File: config.mk
export PLATFORM = sky130hd
export DESIGN_NAME = indexed_block_allocator_unit
export DESIGN_NICKNAME = d
export VERILOG_FILES = /design/src/sv/iba_pkg.sv /design/src/sv/iba_ctrl.sv /design/src/sv/iba_dpath.sv /design/src/sv/indexed_block_allocator_unit.sv
export SDC_FILE = /design/constraint.sdc
export NUM_CORES = 1
export LEC_CHECK = 0
export BUFFER_PORTS_ARGS = -buffer_cell sky130_fd_sc_hd__buf_4
export CORE_ASPECT_RATIO = 2
export CORE_MARGIN = 8
export CORE_UTILIZATION = 55
export DETAILED_ROUTE_END_ITERATION = 8
export GPL_TIMING_DRIVEN = 0
export PLACE_DENSITY = 0.81
export SETUP_SLACK_MARGIN = 0.1
export SLEW_MARGIN = 40
export SYNTH_ARGS = -nofsm -noshare
export SYNTH_HDL_FRONTEND = slang
export SYNTH_SLANG_ARGS = --single-unit
File: constraint.sdc
create_clock -name clk -period 15.7 [get_ports clk]
set_clock_uncertainty 0.1 [all_clocks]
set_input_delay 3.14 -clock clk [delete_from_list [all_inputs] [get_ports clk]]
set_output_delay 3.14 -clock clk [all_outputs]
set_load 0.1 [all_outputs]
File: src/sv/iba_pkg.sv
// ----------------------------------------------------------------------------
// iba_pkg
// Shared types and constants of the indexed block allocator: sizes, request
// modes, result codes and the command/status bundles between its controller
// and its datapath.
// ----------------------------------------------------------------------------
package iba_pkg;

  localparam int BLOCKS = 16;
  localparam int FILES  = 16;

  localparam int BLK_W  = $clog2(BLOCKS);
  localparam int FILE_W = $clog2(FILES);
  localparam int CNT_W  = $clog2(BLOCKS + 1);

  localparam int MODE_W = 2;
  localparam int FID_W  = 4;
  localparam int SIZE_W = 5;
  localparam int STAT_W = 3;
  localparam int BIDX_W = 4;
  localparam int PART_W = 4;
  localparam int FREE_W = 5;

  typedef enum logic [MODE_W-1:0] {
    MODE_ALLOC  = 2'd0,
    MODE_DELETE = 2'd1,
    MODE_LIST   = 2'd2,
    MODE_COUNT  = 2'd3
  } mode_t;

  typedef enum logic [STAT_W-1:0] {
    ST_OK      = 3'd0,
    ST_EXISTS  = 3'd1,
    ST_NOSPACE = 3'd2,
    ST_MISSING = 3'd3,
    ST_BADSIZE = 3'd4
  } status_t;

  typedef struct packed {
    logic    load;        // capture the request, clear the part counter
    logic    emit_single; // one result carrying code, no block, free count
    status_t code;
    logic    alloc_step;  // take the lowest free block for the next part
    logic    rd_start;    // begin walking the file's index page
    logic    del_free;    // free the block read back from the page
    logic    del_close;   // drop the file's entry
    logic    list_emit;   // report the block read back from the page
  } cmd_t;

  typedef struct packed {
    mode_t mode;
    logic  fid_bad;
    logic  file_found;
    logic  size_zero;
    logic  size_over;
    logic  alloc_last;
    logic  rd_valid;
    logic  rd_last;
  } sts_t;

endpackage

File: src/sv/iba_ctrl.sv
// ----------------------------------------------------------------------------
// iba_ctrl
// Request sequencer: checks a captured request, then drives allocation,
// page walks for delete and list, and the single-result replies.
// ----------------------------------------------------------------------------
module iba_ctrl (
  input  logic          clk,
  input  logic          rst_n,
  input  logic          start,
  output logic          busy,
  input  iba_pkg::sts_t sts,
  output iba_pkg::cmd_t cmd
);
  import iba_pkg::*;

  typedef enum logic [5:0] {
    S_IDLE  = 6'b000001,
    S_CHECK = 6'b000010,
    S_ALLOC = 6'b000100,
    S_DEL   = 6'b001000,
    S_LIST  = 6'b010000,
    S_DONE  = 6'b100000
  } state_t;

  state_t state_r, state_nxt;

  always_ff @(posedge clk) begin
    if (!rst_n) begin
      state_r <= S_IDLE;
    end else begin
      state_r <= state_nxt;
    end
  end

  assign busy = (state_r != S_IDLE);

  always_comb begin
    state_nxt = state_r;
    cmd       = '0;
    cmd.code  = ST_OK;
    case (state_r)
      S_IDLE: begin
        if (start) begin
          cmd.load  = 1'b1;
          state_nxt = S_CHECK;
        end
      end
      S_CHECK: begin
        state_nxt = S_IDLE;
        if (sts.mode == MODE_COUNT) begin
          cmd.emit_single = 1'b1;
        end else if (sts.fid_bad) begin
          cmd.emit_single = 1'b1;
          cmd.code        = ST_MISSING;
        end else if (sts.mode == MODE_ALLOC) begin
          if (sts.file_found) begin
            cmd.emit_single = 1'b1;
            cmd.code        = ST_EXISTS;
          end else if (sts.size_zero) begin
            cmd.emit_single = 1'b1;
            cmd.code        = ST_BADSIZE;
          end else if (sts.size_over) begin
            cmd.emit_single = 1'b1;
            cmd.code        = ST_NOSPACE;
          end else begin
            state_nxt = S_ALLOC;
          end
        end else if (!sts.file_found) begin
          cmd.emit_single = 1'b1;
          cmd.code        = ST_MISSING;
        end else begin
          cmd.rd_start = 1'b1;
          state_nxt    = (sts.mode == MODE_DELETE) ? S_DEL : S_LIST;
        end
      end
      S_ALLOC: begin
        cmd.alloc_step = 1'b1;
        if (sts.alloc_last) begin
          state_nxt = S_IDLE;
        end
      end
      S_DEL: begin
        cmd.del_free = 1'b1;
        if (sts.rd_valid && sts.rd_last) begin
          state_nxt = S_DONE;
        end
      end
      S_LIST: begin
        cmd.list_emit = 1'b1;
        if (sts.rd_valid && sts.rd_last) begin
          state_nxt = S_IDLE;
        end
      end
      S_DONE: begin
        // free count already includes every released block
        cmd.emit_single = 1'b1;
        cmd.del_close   = 1'b1;
        state_nxt       = S_IDLE;
      end
      default: begin
        state_nxt = S_IDLE;
      end
    endcase
  end

endmodule

File: src/sv/iba_dpath.sv
// ----------------------------------------------------------------------------
// iba_dpath
// Allocator storage and result registers: occupancy map, file table, index
// page memory, free count, page read pipeline and the output beat.
// ----------------------------------------------------------------------------
module iba_dpath (
  input  logic                         clk,
  input  logic                         rst_n,
  input  logic [iba_pkg::MODE_W-1:0]   in_mode,
  input  logic [iba_pkg::FID_W-1:0]    in_file_id,
  input  logic [iba_pkg::SIZE_W-1:0]   in_file_size,
  input  iba_pkg::cmd_t                cmd,
  output iba_pkg::sts_t                sts,
  output logic                         out_valid,
  output logic [iba_pkg::STAT_W-1:0]   out_status,
  output logic [iba_pkg::BIDX_W-1:0]   out_block_index,
  output logic [iba_pkg::PART_W-1:0]   out_partition,
  output logic [iba_pkg::FREE_W-1:0]   out_free_blocks,
  output logic                         out_last
);
  import iba_pkg::*;

  // request
  mode_t               req_mode_r;
  logic [FID_W-1:0]    req_fid_r;
  logic [SIZE_W-1:0]   req_size_r;

  // allocator state
  logic [BLOCKS-1:0]   block_used_r;
  logic [FILES-1:0]    file_valid_r;
  logic [CNT_W-1:0]    file_len_r [FILES];
  logic [FREE_W-1:0]   free_total_r;
  logic [BLK_W-1:0]    page_mem [FILES*BLOCKS];

  // page walk
  logic [CNT_W-1:0]    idx_r;
  logic                rd_on_r;
  logic                rd_v_r;
  logic                rd_last_r;
  logic [CNT_W-1:0]    rd_part_r;
  logic [BLK_W-1:0]    rdata_r;

  // result beat
  logic                ov_r;
  status_t             ost_r;
  logic [BIDX_W-1:0]   oblk_r;
  logic [PART_W-1:0]   opart_r;
  logic [FREE_W-1:0]   ofree_r;
  logic                olast_r;

  logic [FILE_W-1:0]          fslot;
  logic [FILE_W+BLK_W-1:0]    paddr;
  logic [CNT_W-1:0]           cur_len;
  logic                       issue_last;
  logic [BLK_W-1:0]           low_free;
  logic [FREE_W-1:0]          free_after;

  assign fslot      = req_fid_r[FILE_W-1:0];
  assign paddr      = {fslot, idx_r[BLK_W-1:0]};
  assign cur_len    = file_len_r[fslot];
  assign issue_last = (idx_r == cur_len - CNT_W'(1));
  assign free_after = free_total_r - FREE_W'(req_size_r);

  // lowest free block
  always_comb begin
    low_free = '0;
    for (int i = BLOCKS - 1; i >= 0; i--) begin
      if (!block_used_r[i]) begin
        low_free = BLK_W'(i);
      end
    end
  end

  always_comb begin
    sts.mode        = req_mode_r;
    sts.fid_bad     = (int'(req_fid_r) >= FILES);
    sts.file_found  = file_valid_r[fslot];
    sts.size_zero   = (req_size_r == '0);
    sts.size_over   = (FREE_W'(req_size_r) > free_total_r);
    sts.alloc_last  = (idx_r == CNT_W'(req_size_r - SIZE_W'(1)));
    sts.rd_valid    = rd_v_r;
    sts.rd_last     = rd_last_r;
  end

  // request capture, counter and read pipeline
  always_ff @(posedge clk) begin
    if (!rst_n) begin
      rd_on_r <= 1'b0;
      rd_v_r  <= 1'b0;
    end else begin
      rd_v_r <= 1'b0;
      if (cmd.load) begin
        req_mode_r <= mode_t'(in_mode);
        req_fid_r  <= in_file_id;
        req_size_r <= in_file_size;
        idx_r      <= '0;
      end else if (cmd.alloc_step) begin
        idx_r <= idx_r + CNT_W'(1);
      end else if (cmd.rd_start) begin
        idx_r   <= '0;
        rd_on_r <= 1'b1;
      end else if (rd_on_r) begin
        rd_v_r    <= 1'b1;
        rd_last_r <= issue_last;
        rd_part_r <= idx_r;
        idx_r     <= idx_r + CNT_W'(1);
        if (issue_last) begin
          rd_on_r <= 1'b0;
        end
      end
    end
  end

  // index page memory
  always_ff @(posedge clk) begin
    if (cmd.alloc_step) begin
      page_mem[paddr] <= low_free;
    end
    rdata_r <= page_mem[paddr];
  end

  // file lengths: written on allocation only
  always_ff @(posedge clk) begin
    if (cmd.alloc_step && sts.alloc_last) begin
      file_len_r[fslot] <= CNT_W'(req_size_r);
    end
  end

  // occupancy, file table and free count
  always_ff @(posedge clk) begin
    if (!rst_n) begin
      block_used_r <= '0;
      file_valid_r <= '0;
      free_total_r <= FREE_W'(BLOCKS);
    end else begin
      if (cmd.alloc_step) begin
        block_used_r[low_free] <= 1'b1;
        if (sts.alloc_last) begin
          file_valid_r[fslot] <= 1'b1;
          free_total_r        <= free_after;
        end
      end
      if (cmd.del_free && rd_v_r && block_used_r[rdata_r]) begin
        block_used_r[rdata_r] <= 1'b0;
        free_total_r          <= free_total_r + FREE_W'(1);
      end
      if (cmd.del_close) begin
        file_valid_r[fslot] <= 1'b0;
      end
    end
  end

  // result beat
  always_ff @(posedge clk) begin
    if (!rst_n) begin
      ov_r <= 1'b0;
    end else begin
      ov_r <= 1'b0;
      if (cmd.emit_single) begin
        ov_r    <= 1'b1;
        ost_r   <= cmd.code;
        oblk_r  <= '0;
        opart_r <= '0;
        ofree_r <= free_total_r;
        olast_r <= 1'b1;
      end else if (cmd.alloc_step) begin
        ov_r    <= 1'b1;
        ost_r   <= ST_OK;
        oblk_r  <= BIDX_W'(low_free);
        opart_r <= PART_W'(idx_r);
        ofree_r <= free_after;
        olast_r <= sts.alloc_last;
      end else if (cmd.list_emit && rd_v_r) begin
        ov_r    <= 1'b1;
        ost_r   <= ST_OK;
        oblk_r  <= BIDX_W'(rdata_r);
        opart_r <= PART_W'(rd_part_r);
        ofree_r <= free_total_r;
        olast_r <= rd_last_r;
      end
    end
  end

  assign out_valid       = ov_r;
  assign out_status      = ost_r;
  assign out_block_index = oblk_r;
  assign out_partition   = opart_r;
  assign out_free_blocks = ofree_r;
  assign out_last        = olast_r;

endmodule

File: src/sv/indexed_block_allocator_unit.sv
// ----------------------------------------------------------------------------
// indexed_block_allocator_unit
// Indexed block allocator: occupancy map of storage blocks plus one index
// page per file, serving allocate, delete, list and free-count requests.
// ----------------------------------------------------------------------------
// A request is taken when start is high and busy is low; busy then stays high
// until the request is finished. Each result is presented for exactly one
// cycle with out_valid high and must be taken then, as the block cannot be
// stalled; out_last marks the final result of a request. A count request or
// any rejection gives its single result from the check state; that result is
// registered and appears as the block returns to idle. An allocation of n
// blocks passes the check state and then allocates its parts in order. A
// delete or list of an n-part file passes the check state and then reads its
// n page entries in order through the registered index page memory; a delete
// ends in a closing state that drops the file and gives its single result.
// ----------------------------------------------------------------------------
module indexed_block_allocator_unit (
  input  logic                         clk,
  input  logic                         rst_n,
  input  logic                         start,
  output logic                         busy,
  input  logic [iba_pkg::MODE_W-1:0]   in_mode,
  input  logic [iba_pkg::FID_W-1:0]    in_file_id,
  input  logic [iba_pkg::SIZE_W-1:0]   in_file_size,
  output logic                         out_valid,
  output logic [iba_pkg::STAT_W-1:0]   out_status,
  output logic [iba_pkg::BIDX_W-1:0]   out_block_index,
  output logic [iba_pkg::PART_W-1:0]   out_partition,
  output logic [iba_pkg::FREE_W-1:0]   out_free_blocks,
  output logic                         out_last
);
  import iba_pkg::*;

  cmd_t cmd;
  sts_t sts;

  iba_ctrl u_ctrl (
    .clk   (clk),
    .rst_n (rst_n),
    .start (start),
    .busy  (busy),
    .sts   (sts),
    .cmd   (cmd)
  );

  iba_dpath u_dpath (
    .clk             (clk),
    .rst_n           (rst_n),
    .in_mode         (in_mode),
    .in_file_id      (in_file_id),
    .in_file_size    (in_file_size),
    .cmd             (cmd),
    .sts             (sts),
    .out_valid       (out_valid),
    .out_status      (out_status),
    .out_block_index (out_block_index),
    .out_partition   (out_partition),
    .out_free_blocks (out_free_blocks),
    .out_last        (out_last)
  );

endmodule

==> metrics.md <==
| Metric | Value |
|---|---|
| Final core occ | around three fifths |
| CTS H-tree depth | 3 |
| Port bufs | 32 |
| Worst path slowest cell | buf_1 |
| Syn Nets | ~2500 |
| Post-synthesis sequential area ratio | 73.5% |
| Gpl congestion | roughly 1.0 |
| Post-Synth Adder-Cell Area | 0.379% |
| Clk pin slew, worst setup/hold paths | approximately 70 ps |
| Status | finished clean |
| Worst-skew pair later-pin latency | around 700 ps |
| Synth Area in Simple Gates | between 5 and 6% |
| Compound-Gate Fraction of Synth Area | under 10% |
| Postcts setup bufs | 0 |
| Arrival time worst endpoint | roughly 6000 ps |
| Initial drt markers | around 3900 |
| Initial Util | a little under three fifths |
| Final Hold Viols | 0 |
| Resized cells post-CTS | 0 |
| Post-synth top area share | between 70% and 80% |
| TritonCTS clock tree | done |
| Register bit total from synthesis | 1196 |
| Die Ht | between 400 and 500 um |
| Layout cell share with drive strength beyond 1 | approximately a quarter |
| Ranking of synthesized cells by area | edfxtp_1 (71%), mux4_2 (16%), nor2_1 (2.4%) |
| Req. time, crit path | ~16000 ps |
| CTS Buf Count | 92 |
| Rows | ~150 |
| Most common cell on crit path | clkbuf_2 |
| Final Max Slew Viols | 0 |
| Routed Antenna Nets | 0 |
| Lkg Pwr | 18.0 nW |
| Internal Pwr Total | ~0.0048 W |
| EDFF count, synth | 1142 |
| XOR/XNOR share of the synthesized area | less than 1% |
| Share of async-settable or async-resettable flops after synthesis | 0% |
| GRT Total Usage | 31.4% |
| Gate power share | 4.5% |
| Max Cap Viol | 0 |
| Number of distinct library cells after synthesis | 66 |
| Initial antenna violation count | 5 |
| DRT Pass-1 Iters | 6 |
| Slew HR | between 30% and 40% |
| Synthesized area | about 48000 um2 |
| CP Launch Type | flip-flop |
| Sequential power share | a little under three fifths |
| Drc violations | 0 |
| Synth Instances | around 2500 |
| Commonest non-fill, non-tap cell in the layout | edfxtp_1 |
| DR vias | approximately 27000 |
| Synth area leader | edfxtp_1 |
| Die W | roughly 230 um |
| Area Growth Syn to Fin | 11.7% |
| Worst setup EP type | flip-flop |
| Synth Flop Type | edfxtp_1 |
| # hold bufs at CTS | 0 |
| Setup TNS | 0 ps |
| Clock Sinks | 1196 |
| Max incr delay on CP | between 600 and 700 ps |
| Tightest Pin Transition | between 900 and 1000 ps |
| I/O Pins | 33 |
| Mux contribution to synthesized area | around 16% |
| Area of the core | around 87000 um2 |
| HPWL Detailed | roughly 110000 um |
| Pre-CTS setup slack | 10270 ps |
| Cell-by-cell trace of the critical path | buf_2 -> buf_1 -> clkbuf_2 -> clkbuf_2 -> mux4_2 -> a221oi_1 -> clkbuf_2 -> o21ai_0 -> o21ai_0 -> o211ai_1 |
| Critical-path maximum fanout | 10 |
| Final worst slack | around 10000 ps |
| First-pass GRT wire length | 210000 um |
| Sw frac | between 20% and 30% |
| Crit Path Category | flip-flop to flip-flop |
| Max Fclk | approximately 180 MHz |
| Setup violators final | 0 |
| Hold Slack | about 400 ps |
| Vias/cell | 7.03 |
| Commonest cells after routing, fill and taps aside | edfxtp_1 (1142), mux4_2 (339), nor2_1 (297), clkbuf_16 (93), nand2_1 (78) |
| Final Critical Period | between 5000 and 6000 ps |
| Hold crit path type | flip-flop to flip-flop |
| Maximum vdd drop | 0.0822 mV |
| Pwr per Cell Area | 115 nW/um2 |
| Final Cycle Share | between 30% and 40% |
| Vias in the first global route | 28000 |
| Synth warn | 0 |
| Mean Syn Cell Area | about 19 um2 |
| Overall routed net length | roughly 150000 um |
| Avg WL per Cell | approximately 40 um |
| Root buf cell | clkbuf_16 |
| # nets final | 2682 |
| CTS max path bufs | 3 |
| Grt ovf | 0 |
| Die area | approximately 98000 um2 |
| Pwr Total | about 0.006 W |
| Clock power frac | 39.6% |
| Largest net degree at the start of global routing | 117 |
| RSZ-0062 raised after global routing | no |
| Combinational family with the most area after synthesis | multiplexers |
| NetSw | approximately 0.0013 W |
-- power by group through the flow --
stage | clock network (W) | registers (W) | logic, W
6_report | 0.00244 | 0.00345 | 0.000276
5_1_grt | 0.00253 | 0.00345 | 0.000278
4_1_cts | 0.00243 | 0.00345 | 0.000263
3_5_place_dp | 0 | 0.00353 | 0.000262
3_3_place_gp | 0 | 0.00352 | 0.000253
2_1_floorplan | 0 | 0.00352 | 0.000146
-- registers in the layout, indices dropped and copies added (netlist names), named ones only --
signal                   flops
u_dpath.page_mem          1024
u_ctrl.state_r               6
u_dpath.out_free_blocks      5
u_dpath.out_status           3
u_dpath.rd_on_r              1
u_dpath.rdata_r              4
u_dpath.out_block_index      4
u_dpath.idx_r                5
u_dpath.block_used_r        16
u_dpath.file_len_r          80
u_dpath.rd_part_r            4
u_dpath.rd_last_r            1
u_dpath.free_total_r         5
u_dpath.req_size_r           5
u_dpath.file_valid_r        15
u_dpath.out_valid            1
u_dpath.rd_v_r               1
u_dpath.out_last             1
u_dpath.out_partition        4
u_dpath.fslot                4
u_dpath.req_mode_r           2
-- Yosys cell counts, drive strengths merged, types with 8 or more instances --
cell and instances:
dfxtp 54, a22oi 17, nor2 302, nor3 19, mux2i 16, buf 59, xnor2 11, nand2b 13
nand3 44, a21oi 22, inv 32, o211ai 9, mux2 8, a22o 8, o21ai 29, nor2b 23
mux4 339, nand2 80, and3 9, ha 13, o221a 25, clkbuf 101, a31oi 9, edfxtp 1142
-- cell type report --
class                      instances  area [um2]
sequential                      1196       35400
inverter                          32         128
tap                             1162        1450
fill                            5730       33200
buffer                           160         827
multi-input combinational       1104       11900
clock inverter                    59         673
antenna                            3        7.51
timing repair buffer              68         955
clock buffer                     109        2390
-- kinds of logic (layout without fill, tap and decap cells) --
family	count (synthesis)	count (layout)
adder cells (fa/ha/maj)	14	14
buffers and inverters	192	428
AO/OA/AOI/OAI	165	165
flip-flops	1196	1196
AND/OR/NAND/NOR	545	545
other	0	3
multiplexers	363	363
XOR/XNOR	17	17
-- layer usage --
layer  track usage [%]  part of all wire [%]  vias up
met2              53.3                    50     2434
met3              7.23                    10      727
li1                  -                     -    10400
met4              31.6                    12        4
met5            0.0496                 0.018        -
met1              30.5                    27    13800
-- path summary, 6_finish.rpt --
kind,depth (start not counted),slack (ps),to,from
max,10,10130,u_dpath.rdata_r[1],u_dpath.idx_r[1]
min,2,390,u_dpath.rd_v_r,u_dpath.rd_on_r
max reg2reg,10,10130,u_dpath.rdata_r[1],u_dpath.idx_r[1]
min reg2reg,2,390,u_dpath.rd_v_r,u_dpath.rd_on_r
-- worst max-delay path, delay by kind of cell (launching register included) --
| kind | cells | cell delay, ps |
|---|---|---|
| compound gates | 4 | 1550 |
| buf+inv | 5 | 2650 |
| flops | 1 | 470 |
| mux | 1 | 510 |
-- per-stage QoR --
stage,area [um2],std cells
after floorplan,48100,2492
after global placement,49800,3686
after detailed placement,50600,3719
after CTS,53700,3887
after global routing,53700,3891
final,53800,3893
Power figures use the tool's default switching activity.
